### config.mk
export PLATFORM = sky130hd
export DESIGN_NAME = key_debounce_auto_repeat_unit
export DESIGN_NICKNAME = d
export VERILOG_FILES = /design/src/rtl/kdar_pkg.sv /design/src/rtl/kdar_core.sv /design/src/rtl/key_debounce_auto_repeat_unit.sv
export SDC_FILE = /design/constraint.sdc
export NUM_CORES = 1
export LEC_CHECK = 0
export BUFFER_PORTS_ARGS = -buffer_cell sky130_fd_sc_hd__buf_4
export CAP_MARGIN = 10
export CORE_AREA = 2 2 129 131
export CTS_CLUSTER_SIZE = 8
export DETAILED_ROUTE_END_ITERATION = 12
export DIE_AREA = 0 0 131 133
export GPL_ROUTABILITY_DRIVEN = 0
export GPL_TIMING_DRIVEN = 1
export MAX_ROUTING_LAYER = met4
export PLACE_DENSITY = 0.57
export SETUP_SLACK_MARGIN = 0.5
export SLEW_MARGIN = 40
export SYNTH_ARGS = -nofsm -noshare
export SYNTH_HDL_FRONTEND = slang
export SYNTH_SLANG_ARGS = --single-unit
### constraint.sdc
create_clock -name i_clk -period 3.2 [get_ports i_clk]
set_clock_uncertainty 0.05 [all_clocks]
set_input_delay 0.32 -clock i_clk [delete_from_list [all_inputs] [get_ports i_clk]]
set_output_delay 0.32 -clock i_clk [all_outputs]
set_load 0.01 [all_outputs]
### src/rtl/kdar_pkg.sv
package kdar_pkg;

    localparam int unsigned CNT_W  = 16;
    localparam int unsigned PINS_W = 8;

    localparam logic [CNT_W-1:0] DEBOUNCE_TICKS = CNT_W'(15);
    localparam logic [CNT_W-1:0] HOLD_TICKS     = CNT_W'(5);
    localparam logic [CNT_W-1:0] DEFAULT_PERIOD = CNT_W'(20);
    localparam logic [CNT_W-1:0] DEFAULT_DELAY  = CNT_W'(150);

    localparam logic [PINS_W-1:0] RST_PRESS_MASK    = PINS_W'(16);
    localparam logic [PINS_W-1:0] RST_OTHER_MASK    = PINS_W'(32);
    localparam logic [CNT_W-1:0]  RST_REPEAT_PERIOD = CNT_W'(100);
    localparam logic [CNT_W-1:0]  RST_REPEAT_DELAY  = CNT_W'(50);

    typedef enum logic [2:0] {
        PH_IDLE     = 3'd0,
        PH_DEBOUNCE = 3'd1,
        PH_HOLD     = 3'd2,
        PH_WAIT     = 3'd3,
        PH_REPEAT   = 3'd4
    } t_phase;

    typedef enum logic [1:0] {
        REG_PRESS_MASK    = 2'd0,
        REG_OTHER_MASK    = 2'd1,
        REG_REPEAT_PERIOD = 2'd2,
        REG_REPEAT_DELAY  = 2'd3
    } t_reg_idx;

    typedef struct packed {
        logic [PINS_W-1:0] press_mask;
        logic [PINS_W-1:0] other_mask;
        logic [CNT_W-1:0]  repeat_period;
        logic [CNT_W-1:0]  repeat_delay;
    } t_cfg;

    typedef struct packed {
        logic   release_event;
        logic   repeat_event;
        t_phase phase;
    } t_result;

endpackage

### src/rtl/kdar_core.sv
module kdar_core (
    input  logic                       i_clk,
    input  logic                       i_rst_n,
    input  logic                       i_valid,
    input  logic [kdar_pkg::PINS_W-1:0] i_key_pins,
    input  logic                       i_tick,
    input  kdar_pkg::t_cfg             i_cfg,
    output kdar_pkg::t_result          o_result
);

    kdar_pkg::t_phase               r_phase, n_phase;
    logic [kdar_pkg::CNT_W-1:0]     r_countdown, n_countdown;

    logic [kdar_pkg::CNT_W-1:0]     cd_ticked;
    logic [kdar_pkg::CNT_W-1:0]     period;
    logic [kdar_pkg::CNT_W-1:0]     delay;
    logic                           other_en;
    logic                           other_hit;
    logic                           press;
    logic                           cd_zero;
    kdar_pkg::t_phase               phase_gated;
    logic                           rel;
    logic                           rep;

    always_comb begin
        cd_ticked = (i_tick && (r_countdown != '0)) ? r_countdown - 1'b1 : r_countdown;
        cd_zero   = (cd_ticked == '0);
        period    = (i_cfg.repeat_period == '0) ? kdar_pkg::DEFAULT_PERIOD
                                                : i_cfg.repeat_period;
        delay     = (i_cfg.repeat_delay == '0) ? kdar_pkg::DEFAULT_DELAY
                                               : i_cfg.repeat_delay;
        other_en  = |i_cfg.other_mask;
        other_hit = |(i_key_pins & i_cfg.other_mask);
        press     = ~|(i_key_pins & i_cfg.press_mask) && (!other_en || other_hit);
        // all other keys low: drop straight to idle
        phase_gated = (other_en && (r_phase != kdar_pkg::PH_IDLE) && !other_hit)
                    ? kdar_pkg::PH_IDLE : r_phase;
    end

    // next state
    always_comb begin
        n_phase     = phase_gated;
        n_countdown = cd_ticked;
        priority if (press && phase_gated == kdar_pkg::PH_IDLE) begin
            n_phase     = kdar_pkg::PH_DEBOUNCE;
            n_countdown = kdar_pkg::DEBOUNCE_TICKS;
        end else if (phase_gated == kdar_pkg::PH_IDLE) begin
            n_phase = kdar_pkg::PH_IDLE;
        end else if (press && phase_gated == kdar_pkg::PH_DEBOUNCE && cd_zero) begin
            n_phase     = kdar_pkg::PH_HOLD;
            n_countdown = kdar_pkg::HOLD_TICKS;
        end else if (!press && (phase_gated == kdar_pkg::PH_HOLD ||
                                phase_gated == kdar_pkg::PH_WAIT)) begin
            n_phase = kdar_pkg::PH_IDLE;
        end else if (press && phase_gated == kdar_pkg::PH_HOLD && cd_zero) begin
            n_phase     = kdar_pkg::PH_WAIT;
            n_countdown = delay;
        end else if (press && phase_gated == kdar_pkg::PH_WAIT && cd_zero) begin
            n_phase = kdar_pkg::PH_REPEAT;
        end else if (press && phase_gated == kdar_pkg::PH_REPEAT && cd_zero) begin
            n_countdown = period;
        end else if (!press && phase_gated == kdar_pkg::PH_REPEAT) begin
            n_phase = kdar_pkg::PH_IDLE;
        end else begin
            n_phase = phase_gated;
        end
    end

    // outputs
    always_comb begin
        rel = !press && (phase_gated == kdar_pkg::PH_HOLD ||
                         phase_gated == kdar_pkg::PH_WAIT);
        rep = press && (phase_gated == kdar_pkg::PH_REPEAT) && cd_zero;
        o_result.release_event = rel;
        o_result.repeat_event  = rep;
        o_result.phase         = n_phase;
    end

    always_ff @(posedge i_clk) begin
        if (!i_rst_n) begin
            r_phase     <= kdar_pkg::PH_IDLE;
            r_countdown <= '0;
        end else if (i_valid) begin
            r_phase     <= n_phase;
            r_countdown <= n_countdown;
        end
    end

`ifndef SYNTHESIS
    a_release_idle: assert property (@(posedge i_clk) disable iff (!i_rst_n)
        (i_valid && o_result.release_event) |=> (r_phase == kdar_pkg::PH_IDLE))
        else $error("release event did not return to idle");

    a_repeat_src: assert property (@(posedge i_clk) disable iff (!i_rst_n)
        o_result.repeat_event |-> (r_phase == kdar_pkg::PH_REPEAT))
        else $error("repeat event outside repeating phase");

    a_debounce_load: assert property (@(posedge i_clk) disable iff (!i_rst_n)
        (i_valid && r_phase == kdar_pkg::PH_IDLE &&
         n_phase == kdar_pkg::PH_DEBOUNCE)
        |=> (r_countdown == kdar_pkg::DEBOUNCE_TICKS))
        else $error("debounce countdown not loaded");

    a_hold_idle: assert property (@(posedge i_clk) disable iff (!i_rst_n)
        !i_valid |=> ($stable(r_phase) && $stable(r_countdown)))
        else $error("state moved without a transfer");
`endif

endmodule

### src/rtl/key_debounce_auto_repeat_unit.sv
// Debounced key with auto-repeat. Each input transfer is one poll of eight
// active-low key pins plus a tick flag (one 10 ms tick passed before the
// poll); each poll yields exactly one result transfer carrying a release
// event, a repeat event and the phase after the poll (0 idle, 1 debounce,
// 2 hold, 3 wait repeat, 4 repeating). A tick first lowers the block's own
// 16-bit countdown toward zero; a press debounces for 15 ticks, holds for
// 5, then waits repeat_delay ticks (0 means 150) and fires a repeat every
// repeat_period ticks (0 means 20). Release from hold or wait gives a
// release event; release while repeating returns to idle silently. A poll
// is taken every clock cycle unless the result channel stalls: the state
// update is one short pass of logic from the phase/countdown registers into
// the result register, which frees itself whenever its transfer completes,
// so throughput is one poll per cycle; a result shows in the cycle after
// its poll. The four registers sit on an APB-style port at byte addresses
// 0, 4, 8 and 12 and must only be written while no poll is in flight.
module key_debounce_auto_repeat_unit (
    input  logic                        i_clk,
    input  logic                        i_rst_n,
    // poll channel
    input  logic                        i_in_valid,
    output logic                        o_in_ready,
    input  logic [kdar_pkg::PINS_W-1:0] i_key_pins,
    input  logic                        i_tick,
    // result channel
    output logic                        o_out_valid,
    input  logic                        i_out_ready,
    output logic                        o_release_event,
    output logic                        o_repeat_event,
    output logic [2:0]                  o_phase,
    // configuration port
    input  logic                        psel,
    input  logic                        penable,
    input  logic                        pwrite,
    input  logic [3:0]                  paddr,
    input  logic [31:0]                 pwdata,
    output logic [31:0]                 prdata,
    output logic                        pready
);

    kdar_pkg::t_cfg     r_cfg;
    kdar_pkg::t_result  core_res;
    kdar_pkg::t_result  r_res;
    logic               r_out_valid;
    logic               in_xfer;
    logic               cfg_wr;
    kdar_pkg::t_reg_idx reg_idx;

    assign pready  = 1'b1;
    assign reg_idx = kdar_pkg::t_reg_idx'(paddr[3:2]);
    assign cfg_wr  = psel && penable && pwrite && pready;

    // register write: one setup and one access phase, commit on access
    always_ff @(posedge i_clk) begin
        if (!i_rst_n) begin
            r_cfg.press_mask    <= kdar_pkg::RST_PRESS_MASK;
            r_cfg.other_mask    <= kdar_pkg::RST_OTHER_MASK;
            r_cfg.repeat_period <= kdar_pkg::RST_REPEAT_PERIOD;
            r_cfg.repeat_delay  <= kdar_pkg::RST_REPEAT_DELAY;
        end else if (cfg_wr) begin
            unique case (reg_idx)
                kdar_pkg::REG_PRESS_MASK:    r_cfg.press_mask    <= pwdata[7:0];
                kdar_pkg::REG_OTHER_MASK:    r_cfg.other_mask    <= pwdata[7:0];
                kdar_pkg::REG_REPEAT_PERIOD: r_cfg.repeat_period <= pwdata[15:0];
                kdar_pkg::REG_REPEAT_DELAY:  r_cfg.repeat_delay  <= pwdata[15:0];
                default: ;
            endcase
        end
    end

    // read back, zero-extended to the bus width
    always_comb begin
        unique case (reg_idx)
            kdar_pkg::REG_PRESS_MASK:    prdata = {24'd0, r_cfg.press_mask};
            kdar_pkg::REG_OTHER_MASK:    prdata = {24'd0, r_cfg.other_mask};
            kdar_pkg::REG_REPEAT_PERIOD: prdata = {16'd0, r_cfg.repeat_period};
            kdar_pkg::REG_REPEAT_DELAY:  prdata = {16'd0, r_cfg.repeat_delay};
            default:                     prdata = '0;
        endcase
    end

    // accept a poll whenever the result register is empty or emptying
    assign o_in_ready = !r_out_valid || i_out_ready;
    assign in_xfer    = i_in_valid && o_in_ready;

    kdar_core u_core (
        .i_clk      (i_clk),
        .i_rst_n    (i_rst_n),
        .i_valid    (in_xfer),
        .i_key_pins (i_key_pins),
        .i_tick     (i_tick),
        .i_cfg      (r_cfg),
        .o_result   (core_res)
    );

    // result register: load on every accepted poll, hold while stalled
    always_ff @(posedge i_clk) begin
        if (!i_rst_n) begin
            r_out_valid <= 1'b0;
        end else if (in_xfer) begin
            r_out_valid <= 1'b1;
        end else if (i_out_ready) begin
            r_out_valid <= 1'b0;
        end
    end

    always_ff @(posedge i_clk) begin
        if (in_xfer) begin
            r_res <= core_res;
        end
    end

    assign o_out_valid     = r_out_valid;
    assign o_release_event = r_res.release_event;
    assign o_repeat_event  = r_res.repeat_event;
    assign o_phase         = r_res.phase;

endmodule

# == After elaboration in Yosys (flattened, before gate mapping) ==
# Cells that the tools add are included.
# classes
n_reduce_logical,41
n_lt_le_gt_ge,0
shift,0
mux,22
n_addsub,1
bitwise,2
n_eq_ne,7
multipliers,0
div_mod_pow,0
# ops
operator,n
16-bit two-way mux,10
32-bit one-hot mux with 4 select lines,1
16-bit logical NOT,3
3-bit two-way mux,9
8-bit OR reduction,3
1-bit logical AND,18
8-bit bitwise AND,2
16-bit nonzero test,1
"16-bit by 1-bit subtractor with 16-bit output, second input constant",1
2-bit AND reduction,4
"3-bit by 2-bit == test with 1-bit output, second input constant",2
1-bit logical NOT,5
"2-bit == test, second input constant",2
"3-bit by 1-bit == test with 1-bit output, second input constant",1
"3-bit == test, second input constant",1
3-bit logical NOT,1
1-bit logical OR,3
3-bit nonzero test,1
"2-bit by 1-bit == test with 1-bit output, second input constant",1
2-bit logical NOT,1
1-bit two-way mux,2
2-bit nonzero test,1
# word_totals
reg_bits,73
mem_count,0
latchBits,0
mem_bits_ro,0
mem_bits_rw,0

# == Depth between registers and ports, before layout ==
# Gate-level depths: netlist of run 1.
# depth
ltp_word,15
depth_mapped,11
ltp_nobuf,10

# == Cells and area by module ==
# From an unflattened synthesis of run 1, not the netlist that was laid out.
# unflattened
cells_unflattened,539
hier_area_um2,4685.7
# modules_own_cells
mod,instances,cells_per_inst,area_per_inst_um2,seq_area_each_um2
key_debounce_auto_repeat_unit,1,245,2555.0,1131.1
kdar_core,1,294,2130.8,380.4

# == Least setup slack after synthesis of run 1 ==
# OpenSTA, ideal clock, no wires.
# synth_timing
kind,register to register
from,register u_core.r_countdown[12] in the netlist's numbering
to,"register r_res, in the netlist o_phase[0] (data pin)"
stages_incl_launch_ff,11
n_path_buf,2
path_slack_ns,0.048
t_required_ns,2.891
synth_period_minus_slack_ns,3.152
setup_ns,0.259
arrival_ns,2.843
path_cell_list,dfxtp_1 > buf_6 > or4_2 > nor4_1 > mux2i_1 > nand4_2 > or4b_4 > buf_6 > nor2_8 > a311o_2 > a21oi_1
# synth_lines
element,line_no,rtl
from (decl),kdar_core.sv:12,"logic [kdar_pkg::CNT_W-1:0] r_countdown, n_countdown;"
from (signal assigned),kdar_core.sv:85,r_countdown <= n_countdown;
to (signal assigned),key_debounce_auto_repeat_unit.sv:108,r_res <= core_res;
to (decl),key_debounce_auto_repeat_unit.sv:42,kdar_pkg::t_result r_res;

# == Final worst setup path of run 1 ==
# layout_timing
from,register u_core.r_countdown[6] in the netlist's numbering
to,register u_core.r_countdown[5] in the netlist's numbering
# layout_between
elab_chain_cells,12
word_cells_on_any_way,16
# layout_lines
element,line_no,rtl
branches (longest 2 deep; another with 16-bit by 1-bit subtractor with 16-bit output),--,
16-bit two-way mux *,kdar_core.sv:26,cd_ticked = (i_tick && (r_countdown != '0)) ? r_countdown - 1'b1 : r_countdown;
16-bit logical NOT,kdar_core.sv:27,cd_zero = (cd_ticked == '0);
1-bit logical AND,kdar_core.sv:60,end else if (press && phase_gated == kdar_pkg::PH_REPEAT && cd_zero) begin
16-bit two-way mux,kdar_core.sv:60,
16-bit two-way mux,kdar_core.sv:58,end else if (press && phase_gated == kdar_pkg::PH_WAIT && cd_zero) begin
16-bit two-way mux,kdar_core.sv:55,end else if (press && phase_gated == kdar_pkg::PH_HOLD && cd_zero) begin
16-bit two-way mux,kdar_core.sv:52,end else if (!press && (phase_gated == kdar_pkg::PH_HOLD ||
16-bit two-way mux,kdar_core.sv:49,end else if (press && phase_gated == kdar_pkg::PH_DEBOUNCE && cd_zero) begin
16-bit two-way mux *,kdar_core.sv:47,end else if (phase_gated == kdar_pkg::PH_IDLE) begin
16-bit two-way mux *,kdar_core.sv:44,priority if (press && phase_gated == kdar_pkg::PH_IDLE) begin
# Mark *: on every way between the ends.
# A chain may end at the register's enable or synchronous reset.

==> results of run 1 <==
==> stage by stage <==
step	util	area, um2	setup TNS, ns	hold WS, ns	cells
5_1_grt	0.3755	6072	-0.2748	0.1869	875
3_5_place_dp	0.3358	5430	0	0.4417	841
3_3_place_gp	0.3356	5428	0	0.4364	841
6_report	0.3755	6072	0	0.1625	875
2_1_floorplan	-	4831	0	0.3940	585
4_1_cts	0.3655	5911	0	0.1628	865
==> power by group through the flow <==
stage               clock [mW]  sequential [mW]  combinational (mW)
floorplan                    0            0.992               0.573
global placement             0             1.00               0.780
detailed placement           0             1.01               0.787
CTS                       1.21            0.986               0.858
global route              1.26            0.991                1.03
finish                    1.20            0.988               0.969
==> routing by layer <==
layer / share of wire / GRT usage / routed length, um / vias up
li1: - / - / - / 2225
met2: 0.47 / 0.2870 / 7416 / 208
met5: 0 / - / 0 / -
met4: 0.040 / 0.08215 / 619 / 0
met3: 0.058 / 0.01779 / 906 / 51
met1: 0.43 / 0.2489 / 6680 / 2303
==> how the worst max path moves through the flow <==
stage,slack (ns),cells after the start,endpoint,startpoint
after floorplan,0.17,9,o_phase[0]$_DFFE_PP_,u_core.r_countdown[7]$_SDFFE_PN0P_
after global placement,0.07,8,o_phase[0]$_DFFE_PP_,u_core.r_countdown[7]$_SDFFE_PN0P_
after detailed placement,0.04,9,u_core.r_countdown[4]$_SDFFE_PN0P_,u_core.r_countdown[7]$_SDFFE_PN0P_
after CTS,0.11,10,u_core.r_countdown[3]$_SDFFE_PN0P_,u_core.r_countdown[12]$_SDFFE_PN0P_
after global routing,-0.08,10,u_core.r_countdown[5]$_SDFFE_PN0P_,u_core.r_countdown[6]$_SDFFE_PN0P_
final,0.02,11,u_core.r_countdown[5]$_SDFFE_PN0P_,u_core.r_countdown[6]$_SDFFE_PN0P_
==> repair_timing <==
action | CTS | global route
buffers inserted | 8 | 9
hold buffers | 0 | 0
gates cloned | 0 | 1
endpoints found under the setup margin | 22 | 22
gates resized for setup | 18 | 19
pin swaps | 12 | 20
==> sequential cells by signal, indices dropped and copies added (netlist names) <==
name,flops
r_cfg,48
u_core.r_countdown,16
o_phase,3
u_core.r_phase,3
o_out_valid,1
o_release_event,1
o_repeat_event,1
==> cell usage after synthesis (5+ instances only) <==
cell and instances:
a211oi_1 5, a21oi_1 50, a221oi_1 5, a22oi_1 10
a31oi_1 7, buf_4 18, clkbuf_1 21, dfxtp_1 68
edfxtp_1 5, inv_1 12, mux2i_1 28, mux4_2 8
nand2_1 102, nand3_1 18, nand4_1 7, nor2_1 37
nor2b_1 10, nor3_1 7, nor3b_1 6, nor4_1 11
nor4_4 5, o21ai_0 16, o31ai_1 6, or2_2 8
==> cells in the final DEF, fill, tap and decap left out, drive strengths merged, types with 15 or more instances in the layout <==
master  count
buf       108
nand2     102
dfxtp      68
a21oi      50
nor2       38
mux2i      28
nand3      19
conb       17
o21ai      17
nor4       16
inv        15
==> critical path, delay by kind of cell, from the launching register on <==
family,cells,cell delay [ns]
buf+inv,3,0.49
flops,1,0.31
mux,1,0.32
compound gates,3,0.41
simple gates,4,1.42
==> area by class of cell <==
cell class,instances,share of cell area
clock buffers,9,0.03709
clock inverters,7,0.02019
inverters,13,0.008654
multi-input cells,445,0.5009
flip-flops and latches,73,0.2499
well taps,220,0.04533
repair buffers,108,0.1379
==> kinds of logic (layout without fill, tap and decap cells) <==
group,count (synthesis),after routing,synth area share
flops,73,73,0.3187
compound gates,139,139,0.2011
simple gates,248,248,0.2865
fa+ha+maj,1,1,0.002638
other cells,2,17,0.001584
mux,37,37,0.09947
xor+xnor,3,3,0.005542
buf+inv,67,137,0.08443
==> metrics.md, run 1 <==
| Metric | Value |
|---|---|
| Grt total ovfl | `0` |
| Register area | `around 1500 um2` |
| Seq/Total Area, Yosys | `0.3187` |
| Worst Hold Depth | `3` |
| Startpoint Class | `flip-flop` |
| Cell Area, Synth | `between 4000 and 5000 um2` |
| Critical path required time | `approximately 3.4 ns` |
| Post-detail-place hpwl | `between 10000 and 15000 um` |
| Reg-to-Reg Start | `u_core.r_countdown[6]$_SDFFE_PN0P_` |
| Switching power total | `a little under 1 mW` |
| Hold Path Class | `input port to flip-flop` |
| Total setup violations reported at the end of the flow | `0` |
| Post-synth ARST share | `0` |
| Remaining DRCs | `0` |
| Share of the synthesized area in the top cell type | `0.2871` |
| Power, Total | `3.156 mW` |
| Total GRT Usage | `0.1869` |
| Setup ws final | `0.01885 ns` |
| Clk slew on worst S/H paths | `~0.060 ns` |
| Worst Tran Pin Value | `about 0.7 ns` |
| Layout cells sized above 1 | `0.2977` |
| Wirelength per Cell | `around 18 um` |
| Max incr delay on CP | `~0.57 ns` |
| Hold_sp | `pwdata[5]` |
| Worst reg2reg path depth | `11` |
| Sink of the worst hold path | `r_cfg[5]$_SDFFE_PN1P_` |
| Drt via density | `~5.5` |
| Distinct cells, synth | `81` |
| Min Tclk post-route | `roughly 3.2 ns` |
| Leakage | `roughly 2.4 nW` |
| Internal cell power | `between 2 and 2.5 mW` |
| CP max FO | `5` |
| Io pins | `92` |
| Antenna-violating nets left | `0` |
| CTS sink count | `73` |
| H-tree Lvls | `3` |
| CP Capture Type | `flip-flop` |
| Ant diodes | `0` |
| CTS max path bufs | `2` |
| Std-Cell Rows | `47` |
| Seq cells post-synth | `73` |
| Largest net degree at the start of global routing | `52` |
| Relative slew margins | `0.5337` |
| Fmax | `314.4 MHz` |
| Pwr dens | `around 520 nW/um2` |
| Core box area | `roughly 16000 um2` |
| CTS tree | `yes` |
| Primary FF master, synth | `dfxtp_1` |
| Clock Latency Late Sink | `0.35 ns` |
| Synth Instances | `570` |
| Synth warnings | `0` |
| Post-synth EDFFs | `5` |
| Cts bufs inserted | `9` |
| MaxCap Viol Count | `0` |
| Final hold vios | `0` |
| Register share of total power | `0.313` |
| Pre-antenna DRT Iters | `5` |
| FF-to-FF End | `u_core.r_countdown[5]$_SDFFE_PN0P_` |
| Reg-to-reg slack, setup | `around 0.019 ns` |
| Filler instances | `between 1500 and 2000` |
| Crit Path Class | `flip-flop to flip-flop` |
| Slew Limit Fails | `0` |
| Avg Cell Area, Syn | `8.319 um2` |
| IO buf count | `56` |
| Outcome | `complete, no violations` |
| Largest area contributor in the netlist | `dfxtp_1` |
| Most used cell, CP | `buf_6` |
| Clock power frac | `0.380` |
| Crit-path cells | `or4_4, nor4_4, mux2i_2, nand4_2, buf_6, nor4b_4, buf_6, a211oi_1, buf_4, o21ai_0, a221oi_2` |
| Switching Share | `0.3100` |
| Max IR drop VDD | `around 0.00027 V` |
| Die X | `roughly 130 um` |
| First-pass GRT wire length | `approximately 25000 um` |
| Overall die height | `133 um` |
| Total wire length | `between 15000 and 20000 um` |
| Vias in the first global route | `~4400` |
| Initial antenna violation count | `0` |
| RSZ-0062 raised after global routing | `true` |
| Worst path arrival time | `3.33 ns` |
| Synth area leaders | `dfxtp_1 29%, nand2_1 8.1%, mux2i_1 5.9%` |
| Multi-input logic area | `about 3000 um2` |
| Fin nets | `between 700 and 800` |
| Starting density of the core | `0.2932` |
| Pre-CTS worst setup slack | `around 0.042 ns` |
| CTS Root Cell | `clkbuf_16` |
| Layout area overhead | `28.05%` |
| Period utilisation layout | `0.9941` |
| Vias post-DR | `about 4800` |
| Die ar. | `about 17000 um2` |
| DRT iter0 DRCs | `between 400 and 500` |
| CP max-delay cell | `or4_4` |
| Comb pwr share | `0.307` |
(Power assumes the default switching activity.)
==> run 2, diff against run 1 <==
ABC_AREA = 1   (was default)
CORE_AREA = 2 2 131 133   (was 2 2 129 131)
DIE_AREA = 0 0 133 135   (was 0 0 131 133)
PLACE_DENSITY = 0.55   (was 0.57)
==> metrics.md, run 2 <==
| Metric | Value |
|---|---|
| Setup TNS | `0 ns` |
| Post-synth EDFFs | `5` |
| Distinct cells, synth | `38` |
| Drt via density | `~4.7` |
| CP Capture Type | `flip-flop` |
| Most frequent cells in the layout | `163 x nand2_1, 86 x inv_1, 77 x buf_4, 73 x nor2_1, 69 x nand3_1` |
| H-tree Lvls | `3` |
| Relative slew margins | `0.4943` |
| Seq cells post-synth | `73` |
| Largest area contributor in the netlist | `dfxtp_1` |
| CTS max path bufs | `2` |
| Post-detail-place hpwl | `approximately 11000 um` |
| Worst path arrival time | `roughly 2.5 ns` |
| Most numerous cell in the Yosys netlist | `nand2_1` |
| Outcome | `complete, no violations` |
| Post-Synth XOR/XNOR Area | `0.005593` |
| Fin cells | `about 1000` |
| Synth top cells by count | `165 x nand2_1, 88 x inv_1, 79 x nor2_1` |
| Grt total ovfl | `0` |
| Share of the synthesized area in the top cell type | `0.2897` |
| Switching power total | `1.151 mW` |
| Largest net degree at the start of global routing | `52` |
| Layout area overhead | `22.88%` |
| Cell Area, Synth | `approximately 4700 um2` |
| Synth area leaders | `dfxtp_1 29%, nand2_1 13%, nand3_1 7.4%` |
| Io pins | `~90` |
| Antenna-violating nets left | `0` |
| Starting density of the core | `0.2864` |
| Synth Instances | `731` |
| Startpoint Class | `flip-flop` |
| Switching Share | `0.3621` |
| First-pass GRT wire length | `about 23000 um` |
| Hold Path Class | `input port to flip-flop` |
| Cts bufs inserted | `9` |
| Die X | `roughly 130 um` |
| Pre-antenna DRT Iters | `7` |
| Seq/Total Area, Yosys | `0.3217` |
| Wirelength per Cell | `~14 um` |
| Synth Area in Simple Gates | `0.3798` |
| Min Tclk post-route | `between 2 and 2.5 ns` |
| Mux cell area share after synthesis | `0` |
| CTS Root Cell | `clkbuf_16` |
| Period utilisation layout | `0.7771` |
| Synth warnings | `0` |
| Clock power frac | `0.314` |
| Vias in the first global route | `approximately 4500` |
| Std-Cell Rows | `between 40 and 50` |
| Top flop regs | `r_cfg x48, u_core.r_countdown x16` |
| Internal cell power | `2.027 mW` |
| Filler instances | `approximately 1800` |
| Post-synth ARST share | `0` |
| CTS sink count | `73` |
| Pwr dens | `550.5 nW/um2` |
| Commonest non-fill, non-tap cell in the layout | `nand2_1` |
| Total setup violations reported at the end of the flow | `0` |
| IO buf count | `56` |
| CTS tree | `yes` |
| Clock Latency Late Sink | `between 0.3 and 0.4 ns` |
| Comb pwr share | `0.369` |
| Fin nets | `848` |
| Layout cells sized above 1 | `0.1788` |
| Max IR drop VDD | `between 0.0002 and 0.00025 V` |
| Multi-input logic area | `2709 um2` |
| Synth Area in Adders | `0.002663` |
| Vias post-DR | `~4800` |
| Die ar. | `around 18000 um2` |
| Slew Limit Fails | `0` |
| Total GRT Usage | `0.1631` |
| MaxCap Viol Count | `0` |
| Register area | `between 1500 and 2000 um2` |
| Core box area | `around 16000 um2` |
| Largest Register | `r_cfg` |
| Initial antenna violation count | `0` |
| Critical path required time | `roughly 3.3 ns` |
| Fmax | `402.1 MHz` |
| Primary FF master, synth | `dfxtp_1` |
| Compound-Gate Fraction of Synth Area | `0.1537` |
| Ant diodes | `0` |
| RSZ-0062 raised after global routing | `false` |
| Avg Cell Area, Syn | `between 6 and 7 um2` |
| Leakage | `about 2.6 nW` |
| Remaining DRCs | `0` |
| Overall die height | `about 140 um` |
| Register share of total power | `0.318` |
| Placed insts | `just under 1000` |
| Crit Path Class | `flip-flop to flip-flop` |
| Final hold vios | `0` |
| Total wire length | `14560 um` |
| DRT iter0 DRCs | `271` |
| Worst Tran Pin Value | `~0.76 ns` |
| Clk slew on worst S/H paths | `approximately 0.060 ns` |
| Largest family of logic cells by synthesized area | `simple AND/OR/NAND/NOR gates` |
| CP max FO | `8` |
| Max FFs per register | `48` |
## run 2: cell count changes after synthesis, sizes merged, moves of 22 or more
| cell | previous run | this run |
|---|---|---|
| inv | 12 | 90 |
| nand2 | 102 | 176 |
| mux2i | 28 | 0 |
| nand4 | 9 | 31 |
| nand3 | 19 | 72 |
| nor2 | 38 | 89 |
| o21ai | 17 | 55 |
## run 2: logic make-up (layout without fill, tap and decap cells)
kind of cell             Yosys count  count (layout)
buffers and inverters            139             189
adder cells (fa/ha/maj)            1               1
XOR/XNOR                           3               3
other                              2              17
flip-flops                        73              73
AO/OA/AOI/OAI                    133             133
AND/OR/NAND/NOR                  380             384
## run 2: final timing paths
path / startpoint / to / slack, ns / cells past startpoint
max reg2reg: u_core.r_countdown[0]$_SDFFE_PN0P_ / o_phase[0]$_DFFE_PP_ / 0.71 / 20
min: pwdata[11] / r_cfg[27]$_SDFFE_PN0P_ / 0.16 / 3
min reg2reg: r_cfg[40]$_SDFFE_PN0P_ / r_cfg[40]$_SDFFE_PN0P_ / 0.43 / 2
max: u_core.r_countdown[0]$_SDFFE_PN0P_ / o_phase[0]$_DFFE_PP_ / 0.71 / 20
## run 2: final cells by class
type	instances	share of cell area
Multi-Input combinational cell	538	0.4692
Sequential cell	73	0.2629
Timing Repair Buffer	80	0.1090
Inverter	93	0.06090
Tap cell	220	0.04768
Clock buffer	13	0.04335
Clock inverter	3	0.006935
## run 2: timing repair
action	4_1_cts	5_1_grt
hold buffers	0	0
resized for setup	3	20
setup endpoints to repair	20	20
cloned	0	4
pin swaps	4	11
setup buffers	4	11
## run 2: stage by stage
stage               power [mW]  setup slack (ns)  utilization  hold WS (ns)  cell area [um2]
finish                   3.178            0.7133       0.3519        0.1610             5773
global route             3.366            0.5075       0.3519        0.1685             5773
CTS                      3.032            0.5311       0.3408        0.1598             5592
detailed placement       1.976            0.2649       0.3191        0.4214             5235
global placement         1.972            0.2787       0.3191        0.4163             5235
floorplan                1.792            0.8960            -        0.3942             4755
## run 2: worst max-delay path: stages (launching register included)
cell and delay [ns]:
dfxtp_1 0.31, inv_2 0.08, ha_4 0.16, nand2_4 0.09, nor2_4 0.15, nand2_8 0.09
buf_6 0.16, buf_4 0.13, nand3_2 0.06, nand2_2 0.07, inv_2 0.06, nand2_1 0.05
nor2_1 0.08, nand2_1 0.09, nor2_4 0.16, buf_12 0.13, nand2_2 0.06, nand2_1 0.06
nand2_1 0.05, nand2_1 0.08, nand2_1 0.05
## run 2: power by group through the flow
stage | Sequential, mW | Combinational [mW] | Clock [mW]
final | 1.01 | 1.17 | 0.996
after global placement | 1.02 | 0.949 | 0
after floorplan | 1.01 | 0.779 | 0
after CTS | 1.01 | 1.01 | 1.02
after detailed placement | 1.02 | 0.951 | 0
after global routing | 1.02 | 1.30 | 1.05
## run 2: per-layer routing
metal  vias to the layer above  routed length [um]  GRT usage
met3                        18                 562    0.01502
met5                         -                   0          -
met2                       109                6720     0.2619
met4                         0                 247    0.06213
met1                      2197                7031     0.2137
li1                       2514                   -          -
==> run 3, diff against run 2 <==
clock period = 2.1 ns   (was 3.2 ns; I/O delays follow)
==> metrics.md, run 3 (synthesis results as in run 2) <==
| Metric | Value |
|---|---|
| Worst reg2reg path depth | `17` |
| CP max-delay cell | `dfxtp_2` |
| Period utilisation layout | `1.150` |
| CTS sink count | `73` |
| RSZ-0062 raised after global routing | `true` |
| Pwr dens | `a little over 800 nW/um2` |
| DRT iter0 DRCs | `~380` |
| Total setup violations reported at the end of the flow | `23` |
| IO buf count | `56` |
| Clk slew on worst S/H paths | `0.06 ns` |
| Initial antenna violation count | `0` |
| Post-detail-place hpwl | `about 12000 um` |
| Post-CTS Hold Fix Bufs | `0` |
| Clock Latency Late Sink | `roughly 0.34 ns` |
| Startpoint Class | `flip-flop` |
| Fin nets | `~940` |
| CP max FO | `8` |
| Die ar. | `between 15000 and 20000 um2` |
| Pre-antenna DRT Iters | `5` |
| Setup TNS | `-5.672 ns` |
| Max incr delay on CP | `approximately 0.33 ns` |
| Fmax | `414.0 MHz` |
| Largest net degree at the start of global routing | `between 50 and 60` |
| Vias post-DR | `5284` |
| CTS Root Cell | `clkbuf_16` |
| Vias in the first global route | `about 5000` |
| Worst Tran Pin Value | `a little over 0.7 ns` |
| Reg-to-Reg Start | `u_core.r_countdown[1]$_SDFFE_PN0P_` |
| MaxCap Viol Count | `0` |
| Critical path required time | `2.31 ns` |
| Layout cells sized above 1 | `0.3840` |
| Final hold vios | `0` |
| Std-Cell Rows | `47` |
| CP Capture Type | `flip-flop` |
| Total wire length | `roughly 16000 um` |
| Hold Path Class | `input port to flip-flop` |
| Ant diodes | `0` |
| Starting density of the core | `0.2864` |
| Io pins | `92` |
| First-pass GRT wire length | `about 25000 um` |
| Outcome | `complete, but fails checks` |
| Hold WS | `~0.048 ns` |
| Antenna-violating nets left | `0` |
| Relative slew margins | `0.5185` |
| Max IR drop VDD | `between 0.0004 and 0.0005 V` |
| Crit Path Class | `flip-flop to flip-flop` |
| Overall die height | `135 um` |
| Drt via density | `about 4.8` |
| Reg-to-reg slack, setup | `-0.32 ns` |
| Min Tclk post-route | `approximately 2.4 ns` |
| Pre-CTS worst setup slack | `-0.3416 ns` |
| Largest Register | `r_cfg` |
| Crit path capture | `u_core.r_countdown[9]$_SDFFE_PN0P_` |
| Most frequent cells in the layout | `149 x buf_4, 131 x nand2_1, 81 x inv_1, 62 x dfxtp_1, 52 x nor2_1` |
| Slew Limit Fails | `0` |
| CTS tree | `yes` |
| Crit-path cells | `inv_2, ha_4, nand2_4, nor2_4, nand2_8, buf_4, buf_4, nand4_2, nand2_2, nor2_2, nand2_2, nor2_8, buf_6, nand3_4, nand3_2, nand3_2, a21oi_2` |
| FF-to-FF End | `u_core.r_countdown[9]$_SDFFE_PN0P_` |
| Critical Path Start | `u_core.r_countdown[1]$_SDFFE_PN0P_` |
| H-tree Lvls | `3` |
| CTS max path bufs | `2` |
| Max FFs per register | `48` |
| Total GRT Usage | `0.1827` |
| Worst path arrival time | `about 2.6 ns` |
| Core box area | `around 16000 um2` |
| Remaining DRCs | `0` |
| Failing checks | `setup timing` |
| Wirelength per Cell | `14.59 um` |
| Setup ws final | `-0.3155 ns` |
| Cts bufs inserted | `9` |
| Die X | `133 um` |
| Commonest non-fill, non-tap cell in the layout | `buf_4` |
| Grt total ovfl | `0` |
| Layout area overhead | `49.27%` |
| Leakage | `3.216 nW` |
| Top flop regs | `r_cfg x48, u_core.r_countdown x16` |
-- run 3: changes by cell type in the layout (fill, tap and decap cells not counted), moves of 6 or more --
cell / change
nand3_2: +26
nand2_1: -32
nand2_2: +29
a21oi_2: +15
nand3_1: -29
nor2_2: +15
buf_4: +72
buf_6: +12
nor2_4: +6
a21oi_1: -15
nor2_1: -21
-- run 3: per-layer routing --
| layer | routed length (um) | up-vias | global-route usage | share of wire |
|---|---|---|---|---|
| met5 | 0 | - | - | 0 |
| met4 | 195 | 0 | 0.04241 | 0.012 |
| met3 | 737 | 16 | 0.02665 | 0.046 |
| met2 | 7670 | 145 | 0.2982 | 0.47 |
| met1 | 7567 | 2436 | 0.2399 | 0.47 |
| li1 | - | 2687 | - | - |
-- run 3: critical path, delay by kind of cell (launching register included) --
family          cells  cell delay, ns
simple gates       11            1.21
fa+ha+maj           1            0.14
compound gates      1            0.14
flops               1            0.33
buf+inv             4            0.46
-- run 3: power breakdown --
part	leakage, nW	switching, mW	internal [mW]
registers	0.605	0.0524	1.47
logic	2.46	1.43	1.26
clock network	0.153	0.622	0.986
-- run 3: area by class of cell --
type	instances	area, um2
inverter	93	360.3
clock inverter	4	50.05
multi-input combinational	536	3114
fill	1709	9394
sequential	73	1519
timing repair buffer	170	1438
tap	220	275.3
clock buffer	12	256.5
-- run 3: per-stage QoR --
stage / power, mW / cell area (um2) / cells / utilization
after floorplan: 2.751 / 4787 / 746 / -
after global placement: 3.485 / 5896 / 1063 / 0.3593
after detailed placement: 3.486 / 5896 / 1063 / 0.3593
after CTS: 5.402 / 6500 / 1096 / 0.3962
after global routing: 6.127 / 7013 / 1108 / 0.4274
final: 5.823 / 7013 / 1108 / 0.4274
-- run 3: worst min-delay path by stage --
stage	start	end	cells after the start
after floorplan	pwdata[4]	r_cfg[44]$_SDFFE_PN1P_	2
after global placement	pwdata[11]	r_cfg[27]$_SDFFE_PN0P_	3
after detailed placement	pwdata[11]	r_cfg[27]$_SDFFE_PN0P_	3
after CTS	pwdata[11]	r_cfg[27]$_SDFFE_PN0P_	3
after global routing	pwdata[11]	r_cfg[27]$_SDFFE_PN0P_	3
final	pwdata[11]	r_cfg[27]$_SDFFE_PN0P_	3
-- run 3: what timing repair did --
action | CTS | global route
buffers inserted | 14 | 11
pin swaps | 29 | 60
gates cloned | 3 | 1
gates resized for setup | 37 | 118
endpoints found under the setup margin | 24 | 30
